$ cat src/rtl/ptb_pkg.sv
// ----------------------------------------------------------------------------
// ptb_pkg
// Shared types and constants for the periodic timer bank: opcodes, controller
// states and the command and status groups between controller and datapath.
// ----------------------------------------------------------------------------
package ptb_pkg;

  localparam int unsigned NUM_TIMERS_DEF = 8;
  localparam int unsigned DATA_W         = 32;
  localparam int unsigned TIME_W         = 64;
  localparam int unsigned ID_W           = 8;
  localparam int unsigned OP_W           = 3;
  localparam int unsigned MASK_W         = 8;
  localparam int unsigned CNT_W          = 4;
  localparam int unsigned PHASE_W        = 10;

  localparam logic [DATA_W-1:0]  FREQ_RESET   = 32'd100000000;
  localparam logic [PHASE_W-1:0] PHASE_LAST   = 10'd999;
  localparam logic [TIME_W-1:0]  UPTIME_STEP  = 64'd1000;
  localparam logic [CNT_W-1:0]   COUNT_SAT    = 4'd15;

  typedef enum logic [OP_W-1:0] {
    OP_TICK      = 3'd0,
    OP_START     = 3'd1,
    OP_STOP      = 3'd2,
    OP_RESTART   = 3'd3,
    OP_SET_RATE  = 3'd4,
    OP_CLEAR_ALL = 3'd5
  } op_e;

  typedef enum logic [2:0] {
    ST_IDLE,
    ST_EXEC,
    ST_FIRE,
    ST_DIV,
    ST_EMIT
  } state_e;

  typedef struct packed {
    logic latch;
    logic inc_tick;
    logic fire;
    logic apply;
    logic div_start;
    logic emit;
  } cmd_t;

  typedef struct packed {
    logic is_tick;
    logic need_div;
    logic div_done;
    logic out_free;
  } sts_t;

endpackage

$ cat src/rtl/ptb_ctrl.sv
// ----------------------------------------------------------------------------
// ptb_ctrl
// Controller: sequences one beat through execute, fire or divide, and
// result hand-off.
// ----------------------------------------------------------------------------
module ptb_ctrl import ptb_pkg::*; (
  input  logic clk_i,
  input  logic rst_ni,
  input  logic in_valid_i,
  output logic in_ready_o,
  input  sts_t sts_i,
  output cmd_t cmd_o
);

  state_e state_q, state_d;

  always_ff @(posedge clk_i or negedge rst_ni) begin
    if (!rst_ni) begin
      state_q <= ST_IDLE;
    end else begin
      state_q <= state_d;
    end
  end

  always_comb begin
    state_d    = state_q;
    cmd_o      = '0;
    in_ready_o = 1'b0;
    case (state_q)
      ST_IDLE: begin
        in_ready_o = 1'b1;
        if (in_valid_i) begin
          cmd_o.latch = 1'b1;
          state_d     = ST_EXEC;
        end
      end
      ST_EXEC: begin
        if (sts_i.is_tick) begin
          cmd_o.inc_tick = 1'b1;
          state_d        = ST_FIRE;
        end else if (sts_i.need_div) begin
          cmd_o.div_start = 1'b1;
          state_d         = ST_DIV;
        end else begin
          cmd_o.apply = 1'b1;
          state_d     = ST_EMIT;
        end
      end
      ST_FIRE: begin
        cmd_o.fire = 1'b1;
        state_d    = ST_EMIT;
      end
      ST_DIV: begin
        if (sts_i.div_done) begin
          cmd_o.apply = 1'b1;
          state_d     = ST_EMIT;
        end
      end
      ST_EMIT: begin
        if (sts_i.out_free) begin
          cmd_o.emit = 1'b1;
          state_d    = ST_IDLE;
        end
      end
      default: begin
        state_d = ST_IDLE;
      end
    endcase
  end

endmodule

$ cat config.mk
export PLATFORM = sky130hd
export DESIGN_NAME = ptb_ctrl
export DESIGN_NICKNAME = d
export VERILOG_FILES = /design/src/rtl/ptb_pkg.sv /design/src/rtl/ptb_ctrl.sv
export SDC_FILE = /design/constraint.sdc
export NUM_CORES = 1
export LEC_CHECK = 0
export BUFFER_PORTS_ARGS = -buffer_cell sky130_fd_sc_hd__buf_4
export CAP_MARGIN = 20
export CORE_AREA = 2 2 39 41
export CTS_BUF_LIST = sky130_fd_sc_hd__clkbuf_4 sky130_fd_sc_hd__clkbuf_8
export CTS_CLUSTER_SIZE = 14
export DETAILED_ROUTE_END_ITERATION = 10
export DIE_AREA = 0 0 41 43
export GPL_ROUTABILITY_DRIVEN = 0
export PLACE_DENSITY = 0.38
export SYNTH_ARGS = -nofsm -noshare
export SYNTH_HDL_FRONTEND = slang
export SYNTH_SLANG_ARGS = --single-unit
$ cat constraint.sdc
create_clock -name clk_i -period 1.1 [get_ports clk_i]
set_input_delay 0 -clock clk_i [delete_from_list [all_inputs] [get_ports clk_i]]
set_output_delay 0 -clock clk_i [all_outputs]
set_load 0.03 [all_outputs]
==> reports/results.txt <==
Run status - finished, violations left
Failing checks - negative setup slack
R2R setup slack - -0.17 ns
Cells after Synth - 23
Site Rows - 14
Drt total wl - 736 microns
Layout cells sized above 1 - 0.788
Mux share of post-synthesis cell area - 0
Vias - 288
Total number of yosys warnings - 0
GRT overflow - 0
Total GRT Usage - 0.0967
Seq/Total Area, Yosys - 0.341
Most flops, register - state_q
Worst Hold Class - in -> reg
R2R Path End - state_q[2]
Crit-path max FO - 4
PwrDens - 2700 nW/um^2
Worst Tran Pin Value - 0.239 ns
Largest family of logic cells by synthesized area - simple AND/OR/NAND/NOR gates
Sink Count - 3
Final Cycle Share - 1.18
Path depth of the worst reg2reg path - 3
Adder-Cell Fraction of Synth Area - 0
Yosys reg bits - 3
Peak supply drop - 0.000904 V
Hold Startpoint - sts_i[0]
Fin. max-slew vios - 0
Worst endpoint required time - 1.10 ns
Max reg flops - 3
Max Clk Rate - 0.769 GHz
Endpoints failing setup - 9
Fraction of registers with async set/reset - 1.00
Max-cap viol count - 0
Avg Inst Size Synth - 9.57 sq um
WL/cell - 10.8 microns
Antenna violations before repair - 0
H-tree depth - 1
Placed Area - 382 sq um
Reg clk slew, reported paths - 0.04 ns
Main synth FF type - dfrtp_1
DR pass1 iterations - 1
Port buffer count - 13
Largest net degree at the start of global routing - 7
Netlist Area Pre-Place - 220 sq um
Tmin final - 1.30 ns
Core Footprint - 1380 sq um
Critical Path Source - state_q[0]
Synth Area in XOR/XNOR - 0
Setup CP Type - reg -> out
Hold path cells - 3
Nets - 60
Vias in the first global route - 306
RSZ-0062 raised after global routing - yes
Post-route DRC - 0
First-pass GRT wire length - 1140 microns
Initial Util - 0.159
Layout area overhead - 144%
CTS root buffer - clkbuf_4
Synth area leaders - dfrtp_1, nor4b_2, nand2b_4, buf_6, nor2_1
Die area - 1760 sq um
DRT iter0 DRCs - 0
Final Instance Area - 537 sq um
Longest Clk Path Bufs - 2
Post-Place Worst Slack - -0.0689 ns
Max-slew headroom - 0.840
Worst r2r src - state_q[1]
Top Registers - state_q x3
Die X-Extent - 41 microns
Area share of the leading cell type in the synthesized netlist - 0.341
Crit path DAT - 1.30 ns
Crit start category - flip-flop
DP HPWL - 536 microns
IO Pins - 14
Endpoint class of the critical path - output pin
Inserted Clock Buffers - 3
DRT antenna net count - 0
Number of synthesized flops with an enable pin - 0
Final Hold Fails - 0
Via density - 4.24
Mapped Nets - 30
Clock Latency Late Sink - 0.23 ns
Post-synth top cells - dfrtp_1, nor2_1, nor3_1
Synth unique cells - 18
Synth Area in Simple Gates - 0.489
Die Y - 43 microns
Compound-Gate Fraction of Synth Area - 0.102
CTS tree - built
Clock Skew - 0.00191 ns
LEAKAGE - 0.255 nW
ANT cells - 0
Worst setup margin - -0.201 ns
Hold endpoint - state_q[2]
Most area-hungry cell type in the Yosys netlist - dfrtp_1
cells in the final DEF (no fill, tap or decap), drive strengths merged:
master,n
clkbuf,4
and2b,1
nor3b,1
dfrtp,3
inv,1
and3,1
o211ai,1
nor2,3
nand2b,1
and2,1
dlygate4sd3,1
a311o,1
nand2,1
nand3b,1
buf,25
a21oi,1
or4,1
nor4b,1
nor2b,1
nor3,2
metrics by stage:
stage / total power, mW / hold slack [ns] / cells / TNS (ns) / util
floorplan: 0.693 / -0.296 / 23 / -0.237 / -
global placement: 0.948 / -0.209 / 55 / -0.193 / 0.276
detailed placement: 0.944 / -0.210 / 55 / -0.233 / 0.276
CTS: 1.35 / 0.0691 / 66 / -1.26 / 0.362
global route: 1.54 / 0.102 / 68 / -1.74 / 0.388
finish: 1.45 / 0.0900 / 68 / -1.27 / 0.388
cell type report:
type	count	area, sq um
Tap cell	16	20.0
Fill cell	148	847
Inverter	1	3.75
Timing Repair Buffer	26	231
Sequential cell	3	77.6
Clock buffer	4	30.0
Multi-Input combinational cell	18	174
cell families after synthesis:
| group | after synthesis |
|---|---|
| compound gates | 3 |
| buf+inv | 2 |
| flops | 3 |
| simple gates | 15 |
what timing repair did:
item | in CTS | in global routing
pin swaps | 6 | 8
setup buffers | 6 | 2
hold endpoints to repair | 3 | 0
gates resized for setup | 11 | 5
hold buffers | 1 | 0
setup endpoints to repair | 9 | 9
worst max-delay path by stage:
stage,to,slack (ns)
3_5_place_dp,state_q[2],-0.07
6_report,cmd_o[5],-0.20
5_1_grt,cmd_o[5],-0.24
4_1_cts,cmd_o[1],-0.19
2_1_floorplan,state_q[0],-0.19
3_3_place_gp,state_q[0],-0.07
metal layers:
| layer | share of wire | wire (microns) | global-route usage | vias to the layer above |
|---|---|---|---|---|
| li1 | - | - | - | 142 |
| met1 | 0.35 | 254 | 0.101 | 138 |
| met2 | 0.59 | 435 | 0.153 | 8 |
| met3 | 0.063 | 46 | 0.0366 | 0 |
| met4 | 0 | 0 | 0.0600 | 0 |
| met5 | 0 | 0 | 0 | - |
power breakdown:
part	switching [mW]	total, mW	internal (mW)
clock network	0.0506	0.211	0.160
registers	0.0719	0.234	0.162
logic	0.453	1.00	0.551
total	0.576	1.45	0.873
worst max-delay path, stage by stage (launching register included):
cell     delay (ns)
dfrtp_2        0.43
buf_6          0.13
nor3_4         0.21
and2_4         0.18
buf_6          0.12
(Power assumes the default switching activity.)
