[config.mk]
export PLATFORM = sky130hd
export DESIGN_NAME = ptb_dp
export DESIGN_NICKNAME = d
export VERILOG_FILES = /design/src/rtl/ptb_pkg.sv /design/src/rtl/ptb_div.sv /design/src/rtl/ptb_dp.sv
export SDC_FILE = /design/constraint.sdc
export NUM_CORES = 2
export LEC_CHECK = 0
export BUFFER_PORTS_ARGS = -buffer_cell sky130_fd_sc_hd__buf_2
export CORE_ASPECT_RATIO = 1.4
export CORE_UTILIZATION = 60
export DETAILED_ROUTE_END_ITERATION = 7
export HOLD_SLACK_MARGIN = 0.06
export PLACE_DENSITY = 0.8
export RECOVER_POWER = 25
export SETUP_SLACK_MARGIN = 0.4
export SYNTH_ARGS = -nofsm -noshare
export SYNTH_HDL_FRONTEND = slang
export SYNTH_SLANG_ARGS = --single-unit
export TNS_END_PERCENT = 100
[constraint.sdc]
create_clock -name clk_i -period 4.9 [get_ports clk_i]
set_clock_uncertainty 0.15 [all_clocks]
set_input_delay 0.98 -clock clk_i [delete_from_list [all_inputs] [get_ports clk_i]]
set_output_delay 0.98 -clock clk_i [all_outputs]
set_load 0.03 [all_outputs]
[src/rtl/ptb_pkg.sv]
// ----------------------------------------------------------------------------
// ptb_pkg
// Shared types and constants for the periodic timer bank: opcodes, controller
// states and the command and status groups between controller and datapath.
// ----------------------------------------------------------------------------
package ptb_pkg;

  localparam int unsigned NUM_TIMERS_DEF = 8;
  localparam int unsigned DATA_W         = 32;
  localparam int unsigned TIME_W         = 64;
  localparam int unsigned ID_W           = 8;
  localparam int unsigned OP_W           = 3;
  localparam int unsigned MASK_W         = 8;
  localparam int unsigned CNT_W          = 4;
  localparam int unsigned PHASE_W        = 10;

  localparam logic [DATA_W-1:0]  FREQ_RESET   = 32'd100000000;
  localparam logic [PHASE_W-1:0] PHASE_LAST   = 10'd999;
  localparam logic [TIME_W-1:0]  UPTIME_STEP  = 64'd1000;
  localparam logic [CNT_W-1:0]   COUNT_SAT    = 4'd15;

  typedef enum logic [OP_W-1:0] {
    OP_TICK      = 3'd0,
    OP_START     = 3'd1,
    OP_STOP      = 3'd2,
    OP_RESTART   = 3'd3,
    OP_SET_RATE  = 3'd4,
    OP_CLEAR_ALL = 3'd5
  } op_e;

  typedef enum logic [2:0] {
    ST_IDLE,
    ST_EXEC,
    ST_FIRE,
    ST_DIV,
    ST_EMIT
  } state_e;

  typedef struct packed {
    logic latch;
    logic inc_tick;
    logic fire;
    logic apply;
    logic div_start;
    logic emit;
  } cmd_t;

  typedef struct packed {
    logic is_tick;
    logic need_div;
    logic div_done;
    logic out_free;
  } sts_t;

endpackage

[src/rtl/ptb_div.sv]
// ----------------------------------------------------------------------------
// ptb_div
// Unsigned restoring divider, one quotient bit per cycle.
// ----------------------------------------------------------------------------
module ptb_div import ptb_pkg::*; (
  input  logic              clk_i,
  input  logic              rst_ni,
  input  logic              start_i,
  input  logic [DATA_W-1:0] dividend_i,
  input  logic [DATA_W-1:0] divisor_i,
  output logic              done_o,
  output logic [DATA_W-1:0] quotient_o
);

  localparam int unsigned StepW = $clog2(DATA_W);
  localparam logic [StepW-1:0] StepLast = StepW'(DATA_W - 1);

  logic              busy_q;
  logic              done_q;
  logic [StepW-1:0]  cnt_q;
  logic [DATA_W-1:0] rem_q;
  logic [DATA_W-1:0] quo_q;
  logic [DATA_W-1:0] dvs_q;
  logic [DATA_W:0]   rem_sh;
  logic [DATA_W:0]   diff;
  logic              ge;

  assign rem_sh = {rem_q, quo_q[DATA_W-1]};
  assign diff   = rem_sh - {1'b0, dvs_q};
  assign ge     = rem_sh >= {1'b0, dvs_q};

  always_ff @(posedge clk_i or negedge rst_ni) begin
    if (!rst_ni) begin
      busy_q <= 1'b0;
      done_q <= 1'b0;
      cnt_q  <= '0;
    end else if (start_i) begin
      busy_q <= 1'b1;
      done_q <= 1'b0;
      cnt_q  <= '0;
    end else if (busy_q) begin
      cnt_q <= cnt_q + 1'b1;
      if (cnt_q == StepLast) begin
        busy_q <= 1'b0;
        done_q <= 1'b1;
      end
    end
  end

  always_ff @(posedge clk_i) begin
    if (start_i) begin
      rem_q <= '0;
      quo_q <= dividend_i;
      dvs_q <= divisor_i;
    end else if (busy_q) begin
      rem_q <= ge ? diff[DATA_W-1:0] : rem_sh[DATA_W-1:0];
      quo_q <= {quo_q[DATA_W-2:0], ge};
    end
  end

  assign done_o     = done_q;
  assign quotient_o = quo_q;

endmodule

[src/rtl/ptb_dp.sv]
// ----------------------------------------------------------------------------
// ptb_dp
// Datapath: item and counter registers, channel lanes, reload divider and
// the result register.
// ----------------------------------------------------------------------------
module ptb_dp import ptb_pkg::*; #(
  parameter int unsigned NumTimers = NUM_TIMERS_DEF
) (
  input  logic              clk_i,
  input  logic              rst_ni,
  input  cmd_t              cmd_i,
  output sts_t              sts_o,
  input  logic [OP_W-1:0]   opcode_i,
  input  logic [ID_W-1:0]   timer_id_i,
  input  logic [DATA_W-1:0] rate_hz_i,
  input  logic              cfg_we_i,
  input  logic [DATA_W-1:0] cfg_data_i,
  output logic              out_valid_o,
  input  logic              out_ready_i,
  output logic [MASK_W-1:0] fire_mask_o,
  output logic [TIME_W-1:0] tick_count_o,
  output logic [TIME_W-1:0] uptime_ms_o,
  output logic [MASK_W-1:0] active_mask_o,
  output logic [CNT_W-1:0]  active_count_o,
  output logic [DATA_W-1:0] selected_reload_o,
  output logic              request_error_o
);

  localparam int unsigned IdxW = (NumTimers > 1) ? $clog2(NumTimers) : 1;
  localparam int unsigned PadW = (NumTimers > MASK_W) ? NumTimers : MASK_W;
  localparam int unsigned PopW = ($clog2(NumTimers + 1) > CNT_W) ? $clog2(NumTimers + 1)
                                                                 : CNT_W;

  op_e                     op_q;
  logic [ID_W-1:0]         id_q;
  logic [DATA_W-1:0]       rate_q;
  logic [DATA_W-1:0]       freq_q;
  logic [TIME_W-1:0]       tick_q, tick_d;
  logic [TIME_W-1:0]       uptime_q, uptime_d;
  logic [PHASE_W-1:0]      phase_q, phase_d;
  logic [NumTimers-1:0]    active_q, active_d;
  logic [NumTimers-1:0]    fire_q, fire_d;
  logic [TIME_W-1:0]       deadline_q [NumTimers];
  logic [TIME_W-1:0]       deadline_d [NumTimers];
  logic [DATA_W-1:0]       reload_q [NumTimers];
  logic [DATA_W-1:0]       reload_d [NumTimers];
  logic                    out_valid_q;
  logic [MASK_W-1:0]       fire_mask_q;
  logic [TIME_W-1:0]       tick_count_q;
  logic [TIME_W-1:0]       uptime_ms_q;
  logic [MASK_W-1:0]       active_mask_q;
  logic [CNT_W-1:0]        active_count_q;
  logic [DATA_W-1:0]       selected_reload_q;
  logic                    request_error_q;

  logic                    id_ok;
  logic [IdxW-1:0]         idx;
  logic                    err;
  logic                    div_done;
  logic [DATA_W-1:0]       quotient;
  logic [PadW-1:0]         fire_pad;
  logic [PadW-1:0]         active_pad;
  logic [PopW-1:0]         pop;
  logic [CNT_W-1:0]        count_sat;
  logic [DATA_W-1:0]       sel_reload;

  assign id_ok = 32'(id_q) < 32'(NumTimers);
  assign idx   = id_q[IdxW-1:0];

  always_comb begin
    case (op_q)
      OP_START, OP_STOP, OP_RESTART: err = !id_ok;
      OP_SET_RATE:                   err = !id_ok || (rate_q == '0);
      default:                       err = 1'b0;
    endcase
  end

  ptb_div u_div (
    .clk_i      (clk_i),
    .rst_ni     (rst_ni),
    .start_i    (cmd_i.div_start),
    .dividend_i (freq_q),
    .divisor_i  (rate_q),
    .done_o     (div_done),
    .quotient_o (quotient)
  );

  assign sts_o.is_tick  = (op_q == OP_TICK);
  assign sts_o.need_div = (op_q == OP_SET_RATE) && !err;
  assign sts_o.div_done = div_done;
  assign sts_o.out_free = !out_valid_q || out_ready_i;

  always_comb begin
    tick_d     = tick_q;
    uptime_d   = uptime_q;
    phase_d    = phase_q;
    active_d   = active_q;
    fire_d     = fire_q;
    deadline_d = deadline_q;
    reload_d   = reload_q;

    if (cmd_i.latch) begin
      fire_d = '0;
    end

    if (cmd_i.inc_tick) begin
      tick_d = tick_q + 64'd1;
      if (&tick_q) begin
        phase_d = '0;
      end else if (phase_q == PHASE_LAST) begin
        phase_d = '0;
      end else begin
        phase_d = phase_q + 1'b1;
      end
      if (phase_d == '0) begin
        uptime_d = uptime_q + UPTIME_STEP;
      end
    end

    if (cmd_i.fire) begin
      for (int i = 0; i < NumTimers; i++) begin
        if (active_q[i] && (tick_q >= deadline_q[i])) begin
          fire_d[i]     = 1'b1;
          deadline_d[i] = tick_q + TIME_W'(reload_q[i]);
        end
      end
    end

    if (cmd_i.apply && !err) begin
      case (op_q)
        OP_START: begin
          deadline_d[idx] = tick_q + TIME_W'(reload_q[idx]);
          active_d[idx]   = 1'b1;
        end
        OP_RESTART: begin
          deadline_d[idx] = tick_q + TIME_W'(reload_q[idx]);
        end
        OP_STOP: begin
          active_d[idx] = 1'b0;
        end
        OP_SET_RATE: begin
          reload_d[idx] = quotient;
        end
        OP_CLEAR_ALL: begin
          active_d = '0;
          tick_d   = '0;
          uptime_d = '0;
          phase_d  = '0;
        end
        default: begin
        end
      endcase
    end
  end

  assign fire_pad   = PadW'(fire_q);
  assign active_pad = PadW'(active_q);

  always_comb begin
    pop = '0;
    for (int i = 0; i < NumTimers; i++) begin
      pop = pop + PopW'(active_q[i]);
    end
    count_sat = (pop > PopW'(COUNT_SAT)) ? COUNT_SAT : pop[CNT_W-1:0];
  end

  assign sel_reload = id_ok ? reload_q[idx] : '0;

  always_ff @(posedge clk_i or negedge rst_ni) begin
    if (!rst_ni) begin
      freq_q      <= FREQ_RESET;
      tick_q      <= '0;
      uptime_q    <= '0;
      phase_q     <= '0;
      active_q    <= '0;
      out_valid_q <= 1'b0;
      for (int i = 0; i < NumTimers; i++) begin
        deadline_q[i] <= '0;
        reload_q[i]   <= '0;
      end
    end else begin
      if (cfg_we_i) begin
        freq_q <= cfg_data_i;
      end
      tick_q     <= tick_d;
      uptime_q   <= uptime_d;
      phase_q    <= phase_d;
      active_q   <= active_d;
      deadline_q <= deadline_d;
      reload_q   <= reload_d;
      if (cmd_i.emit) begin
        out_valid_q <= 1'b1;
      end else if (out_ready_i) begin
        out_valid_q <= 1'b0;
      end
    end
  end

  always_ff @(posedge clk_i) begin
    fire_q <= fire_d;
    if (cmd_i.latch) begin
      op_q   <= op_e'(opcode_i);
      id_q   <= timer_id_i;
      rate_q <= rate_hz_i;
    end
    if (cmd_i.emit) begin
      fire_mask_q       <= fire_pad[MASK_W-1:0];
      tick_count_q      <= tick_q;
      uptime_ms_q       <= uptime_q;
      active_mask_q     <= active_pad[MASK_W-1:0];
      active_count_q    <= count_sat;
      selected_reload_q <= sel_reload;
      request_error_q   <= err;
    end
  end

  assign out_valid_o       = out_valid_q;
  assign fire_mask_o       = fire_mask_q;
  assign tick_count_o      = tick_count_q;
  assign uptime_ms_o       = uptime_ms_q;
  assign active_mask_o     = active_mask_q;
  assign active_count_o    = active_count_q;
  assign selected_reload_o = selected_reload_q;
  assign request_error_o   = request_error_q;

endmodule

==> summary by stage, run 1 <==
Placed design
The post-placement cell count is 11,976. Detailed placement finished with a half-perimeter wire length of 323 mm. The number of input and output port buffers inserted is 267. The final weighted congestion in routability-driven placement is roughly 1.2. Before CTS, the worst setup slack after placement is -0.0183 ns.

Logic synthesis
The number of synthesized register bits is 1,276. The synthesized design spends more area on one cell type than any other, namely sky130_fd_sc_hd__dfrtp_1. In this run, synthesis inferred 285 flip-flops with an integrated enable. In this run, distinct cell masters in the synthesized netlist total roughly 130. The share of async-settable or async-resettable flops after synthesis is 74.5%. The most used flip-flop cell after synthesis is sky130_fd_sc_hd__dfrtp_1.

Yosys printed 0 warnings. The area of the mapped netlist is 86,700 sq um. The share of synthesized area occupied by flip-flops and latches is 38.3%. The post-synthesis average cell area is 9.26 sq um.

Ranked by total cell area, the synthesized netlist is headed by sky130_fd_sc_hd__dfrtp_1 (27%), sky130_fd_sc_hd__ha_1 (12%), sky130_fd_sc_hd__edfxtp_1 (9.9%), sky130_fd_sc_hd__a21oi_1 (4.6%), sky130_fd_sc_hd__mux2_2 (4.1%). The fraction of synthesized cell area taken by the top area cell type is a little over a quarter. The number of instances in the synthesized netlist is 9,355.

Floorplan
From left edge to right edge, the die measures 323 microns. The I/O pin total is 271. The initialized floorplan defines 164 standard-cell rows. The initial core utilization is between 60% and 70%. Measured along the y axis, the die boundary spans 452 microns.

Global routing
Summed over all layers, the global routing overflow is 8. The total global routing track utilization is 65.3%. The wire length of the first global-routing pass is 682 mm. The pin count of the biggest net entering global routing is 129.

The number of global-route vias before repair was 92,201.

Clock tree
The number of sinks driven by the clock tree is 1,276. The H-tree was split into 4 levels. The clock passes through at most 3 buffers. The clock tree root buffer cell is sky130_fd_sc_hd__clkbuf_16. The TritonCTS buffer count is 133.

Run status
The step where the flow halted is global routing. The tool reported: "[ERROR GRT-0116] Global routing finished with congestion. Check the congestion regions in the DRC Viewer". The flow did not finish.
[through the flow]
step           cell area [sq um]  hold slack [ns]
4_1_cts                   102000            0.163
3_5_place_dp               96600            0.272
3_3_place_gp               96600            0.264
2_1_floorplan              86700            0.258
[kinds of logic after synthesis]
family	after synthesis	share of synthesized area [%]
other	1	0.00433
flip-flops	1276	38.3
multiplexers	392	4.98
buffers and inverters	1109	5.02
AND/OR/NAND/NOR	2456	13.3
adder cells (fa/ha/maj)	854	12.5
AO/OA/AOI/OAI	2755	20.8
XOR/XNOR	512	5.18
[synthesized netlist by cell type, drive strengths merged, types with 37 or more instances]
cell type,number
clkbuf,300
mux2,315
o221ai,37
ha,840
and2,45
or3,51
nand3,179
nor3,162
a21o,264
a31oi,67
nor2,856
a21oi,794
nand2,619
dfrtp,939
a211oi,209
xor2,216
buf,153
o211ai,60
nand2b,61
a22oi,198
a221oi,80
dfxtp,40
o21ai,532
xnor2,296
nand4,164
o21bai,52
edfxtp,285
nor2b,87
inv,652
o22ai,101
mux2i,77
o21a,59
and3,100
[routing by layer]
layer | overflow | global-route usage (%)
met5 | 0 | 14.1
met3 | 0 | 41.3
met1 | 0 | 66.2
met4 | 7 | 66.1
met2 | 1 | 86.9
[what timing repair did]
| action | 4_1_cts |
|---|---|
| pin swaps | 84 |
| setup endpoints to repair | 304 |
| setup buffers | 39 |
| hold endpoints to repair | 37 |
| resized for setup | 214 |
| hold buffers | 1 |
==> run 2: changes to the inputs <==
Settings changed: CORE_ASPECT_RATIO 1.4 to default, CORE_UTILIZATION 60 to 40, HOLD_SLACK_MARGIN 0.06 to default, PLACE_DENSITY 0.8 to default, PLACE_DENSITY_LB_ADDON from default to 0.15, SETUP_SLACK_MARGIN 0.4 to default.
==> summary by stage, run 2 <==
Run status
The run finished, with violations left. The final reports fail on DRC, capacitance limit, slew limit, setup timing.

Cells and area
The number of nets at the end of the flow is 11,166. The filler cell count in the final layout is 20,495. The utilization after layout is approximately half. From synthesis to final layout, the design area changed by 19.7%. The share of layout cells above drive strength 1 is between 10% and 20%. The top cell types in the final layout, fill and taps aside, are sky130_fd_sc_hd__dfrtp_1 (936), sky130_fd_sc_hd__nor2_1 (828), sky130_fd_sc_hd__ha_1 (827). The number of flip-flops in the largest register is 512.

The register with the most flip-flops in the final layout is deadline_q. The total non-filler cell area in the finished layout is about 100,000 sq um. The library cell used most frequently in the layout, excluding fill and tap cells, is sky130_fd_sc_hd__dfrtp_1. In the final layout, the registers with the most flip-flops are deadline_q x512, reload_q x256.

Clock tree
The number of sinks driven by the clock tree is 1,276 (unchanged). The clock tree root buffer cell is sky130_fd_sc_hd__clkbuf_16. The TritonCTS buffer count is 160 (+20%). Clock-pin slew was measured on the worst setup and hold paths at 0.07 ns. TritonCTS built the clock tree. The CTS H-tree depth came to 4 (unchanged). The number of buffers on the longest clock path was 3 (unchanged). Clock latency on the worst-skew pair, taken at its later pin, is 0.87 ns.

Floorplan
The die area is approximately 220,000 sq um. The die width came to 467 microns (+45%). The total area inside the core boundary comes to 215,000 sq um.

The number of standard-cell rows in the floorplan is 170 (+3.7%). The I/O pin total is 271 (unchanged). The die height is 467 microns (+3.5%). The initial core utilization is 40.3% (-20 points).

Logic synthesis
The total number of yosys warnings is 0 (unchanged). In the synthesized netlist, the cells that appear most often are sky130_fd_sc_hd__dfrtp_1 (939), sky130_fd_sc_hd__nor2_1 (841), sky130_fd_sc_hd__ha_1 (840), sky130_fd_sc_hd__a21oi_1 (790), sky130_fd_sc_hd__inv_1 (651). The share of async-settable or async-resettable flops after synthesis is 74.5% (unchanged). The adder and majority gate portion of the synthesized area is 12.5% (unchanged). The multiplexer share of the synthesized area was 4.98% (unchanged). By area, the combinational part of the netlist is dominated by compound AO/OA/AOI/OAI gates. The post-synthesis simple-gate area fraction was 13.3% (unchanged). By instance count, the leading cell after synthesis is sky130_fd_sc_hd__dfrtp_1. The XOR/XNOR share of the synthesized area came to 5.18% (unchanged). The number of distinct standard cells referenced by the synthesized netlist is 129 (unchanged).

The number of instances in the synthesized netlist is 9,355 (unchanged). In the post-synthesis netlist, the biggest area contributors are sky130_fd_sc_hd__dfrtp_1 (27%), sky130_fd_sc_hd__ha_1 (12%), sky130_fd_sc_hd__edfxtp_1 (9.9%), sky130_fd_sc_hd__a21oi_1 (4.6%), sky130_fd_sc_hd__mux2_2 (4.1%). The most used flip-flop cell after synthesis is sky130_fd_sc_hd__dfrtp_1.

The area of the mapped netlist is 86,700 sq um (unchanged). Of all cell types, the one taking the most synthesized area is sky130_fd_sc_hd__dfrtp_1. The share of synthesized area occupied by flip-flops and latches was 38.3% (unchanged).

The synthesized-area fraction occupied by ao, oa, aoi and oai cells came to 20.8% (unchanged). The number of synthesized register bits is 1,276 (unchanged). The number of flops mapped to enable cells by yosys is 285 (unchanged). The fraction of synthesized cell area taken by the top area cell type is 27.1% (unchanged). The post-synthesis average cell area is 9.26 sq um (unchanged).

Placed design
The HPWL after detailed placement is 332 mm (+2.9%). The standard cell area after detailed placement is 97,600 sq um (+1.0%). The number of input and output port buffers inserted is 267 (unchanged). The worst slack at placement is -0.0583 ns (-0.0400 ns). The final weighted congestion in routability-driven placement is 1.08 (-12%).

Route
The total vias in the final route is 81,977. After detailed routing, the average wire length per cell comes to ~32 microns. In this run, the number of DRC markers left after iteration 0 of detailed routing was 9,537. After detailed routing, the number of vias per cell comes to 6.21.

The total wire length is 428 mm. Once detail routing completed, the nets flagged for antenna violations numbered 0. For this run, design rule violations remaining after detail routing come to 1.

The first detailed-routing pass took 8 iterations.

Setup path
The delay of the slowest cell on the worst path is 0.75 ns. The startpoint-to-endpoint class of the critical path is reg -> reg. Traced cell by cell, the critical path runs through buf_4 -> ha_1 -> a21o_1 -> a311oi_1 -> a221oi_1 -> buf_4 -> a31oi_1 -> buf_4 -> o31a_1 -> a31oi_4 -> buf_12 -> and2_1 -> nand2b_1 -> o22ai_1 -> a21oi_1. The cell family contributing the most delay on the critical path is compound AO/OA/AOI/OAI gates. The most frequent cell on the critical path is sky130_fd_sc_hd__buf_4. STA classifies the critical path startpoint as a flip-flop. The number of buffer and inverter stages on the critical path is 4. The cell at the slowest stage of the critical path is sky130_fd_sc_hd__dfrtp_1. For the worst setup path, the data required time is 5.48 ns.

The largest driver fanout on the critical path is 17. At the worst endpoint, the arrival time is 5.60 ns. The critical path endpoint category is a flip-flop.

STA
The transition time of the tightest slew-check pin is 2.76 ns. The count of final max-slew check failures came to 489. The number of hold violations in the final report is 0. The setup-violating endpoint count in the final report is 11. The worst path in the final design needs a cycle of 5.03 ns, including I/O delays and setup. In the post-route analysis, the smallest setup slack over all paths is -0.125 ns. The worst pin sits at a relative slew slack of -84.2%. Setup repair after global routing could not meet its margin everywhere. The ratio of final minimum period to clock period is 103%. The highest achievable clock rate is between 150 and 200 MHz.

Hold path
In this run the worst hold path is classified as in -> reg.

Global routing
The number of antenna violations at the first check in global routing is 24. The global-route congestion overflow total is 0. The pin count of the biggest net entering global routing is approximately 130.

The total global routing track utilization is 38.3%. The wire length of the first global-routing pass is 593 mm. The number of global-route vias before repair is 78,346.

Power
The cell area power density is 375 nW/um^2. The analysis attributes to cell leakage a power of 49.2 nW. The maximum VDD drop is 377 uV.

Flow run
The max capacitance violation total is 11.
[run 2: cell counts after synthesis]
Identical to the previous run, type by type.
[run 2: worst paths after layout]
path                                            from  cells past startpoint                        end  slack (ns)
worst max-delay path            tick_q[30]$_DFF_PN0_                     15  deadline_q[318]$_DFF_PN0_       -0.13
worst min-delay path                   rate_hz_i[29]                      1       rate_q[29]$_DFFE_PP_        0.14
worst max register to register  tick_q[30]$_DFF_PN0_                     15  deadline_q[318]$_DFF_PN0_       -0.13
worst min register to register   fire_pad[3]$_DFF_P_                      0   fire_mask_o[3]$_DFFE_PP_        0.29
max in group asynchronous                     rst_ni                      4  deadline_q[154]$_DFF_PN0_        1.15
min in group asynchronous                     rst_ni                      2     uptime_q[40]$_DFF_PN0_        0.56
[run 2: report_power, final]
part	internal, mW	switching, mW	leakage, nW
registers	12.8	1.72	15.3
clock network	7.36	5.36	2.70
logic	4.53	7.05	31.2
[run 2: stage by stage]
step,std cells,hold slack (ns),TNS [ns],total power [mW]
after floorplan,9357,0.258,0,21.1
after global placement,12871,0.270,-0.190,25.6
after detailed placement,12871,0.268,-0.0634,25.8
after CTS,13171,0.0726,0,38.6
after global routing,13204,0.108,-0.643,40.6
final,13210,0.139,-0.446,38.9
[run 2: worst register-to-register path, delay by kind of cell, from the launching register on]
kind / cells / cell delay (ns)
DFF: 1 / 0.75
adders and majority gates: 1 / 0.23
and+or+nand+nor: 2 / 0.88
AOI/OAI and AO/OA: 8 / 1.82
buffers and inverters: 4 / 1.07
[run 2: cell type report]
class / instances / area, sq um / area share, %
multi-input cells: 6973 / 49800 / 48.0
flip-flops and latches: 1276 / 33200 / 32.0
repair buffers: 1160 / 9160 / 8.83
clock buffers: 200 / 4340 / 4.18
well taps: 2838 / 3550 / 3.42
inverters: 656 / 2460 / 2.37
clock inverters: 99 / 1190 / 1.15
diodes: 8 / 20.0 / 0.0193
[run 2: metal layers]
metal	part of all wire, %	track usage [%]
met4	7.1	23.0
met1	42	51.5
met3	9.4	7.65
met5	0.022	0
met2	42	56.5
[run 2: cell families after synthesis]
logic type,Yosys count
AOI/OAI and AO/OA,2755
xor gates and xnor gates,512
adders and majority gates,854
buffers and inverters,1109
DFF,1276
muxes,392
other,1
and+or+nand+nor,2456
[run 2: what timing repair did]
item | 4_1_cts | 5_1_grt
buffers inserted | 0 | 28
endpoints found under the hold margin | 33 | 0
gates cloned | 0 | 3
hold buffers | 1 | 0
gates resized for setup | 5 | 87
endpoints found under the setup margin | 3 | 147
pin swaps | 1 | 37
No activity file was read; power rests on OpenSTA's default activity.
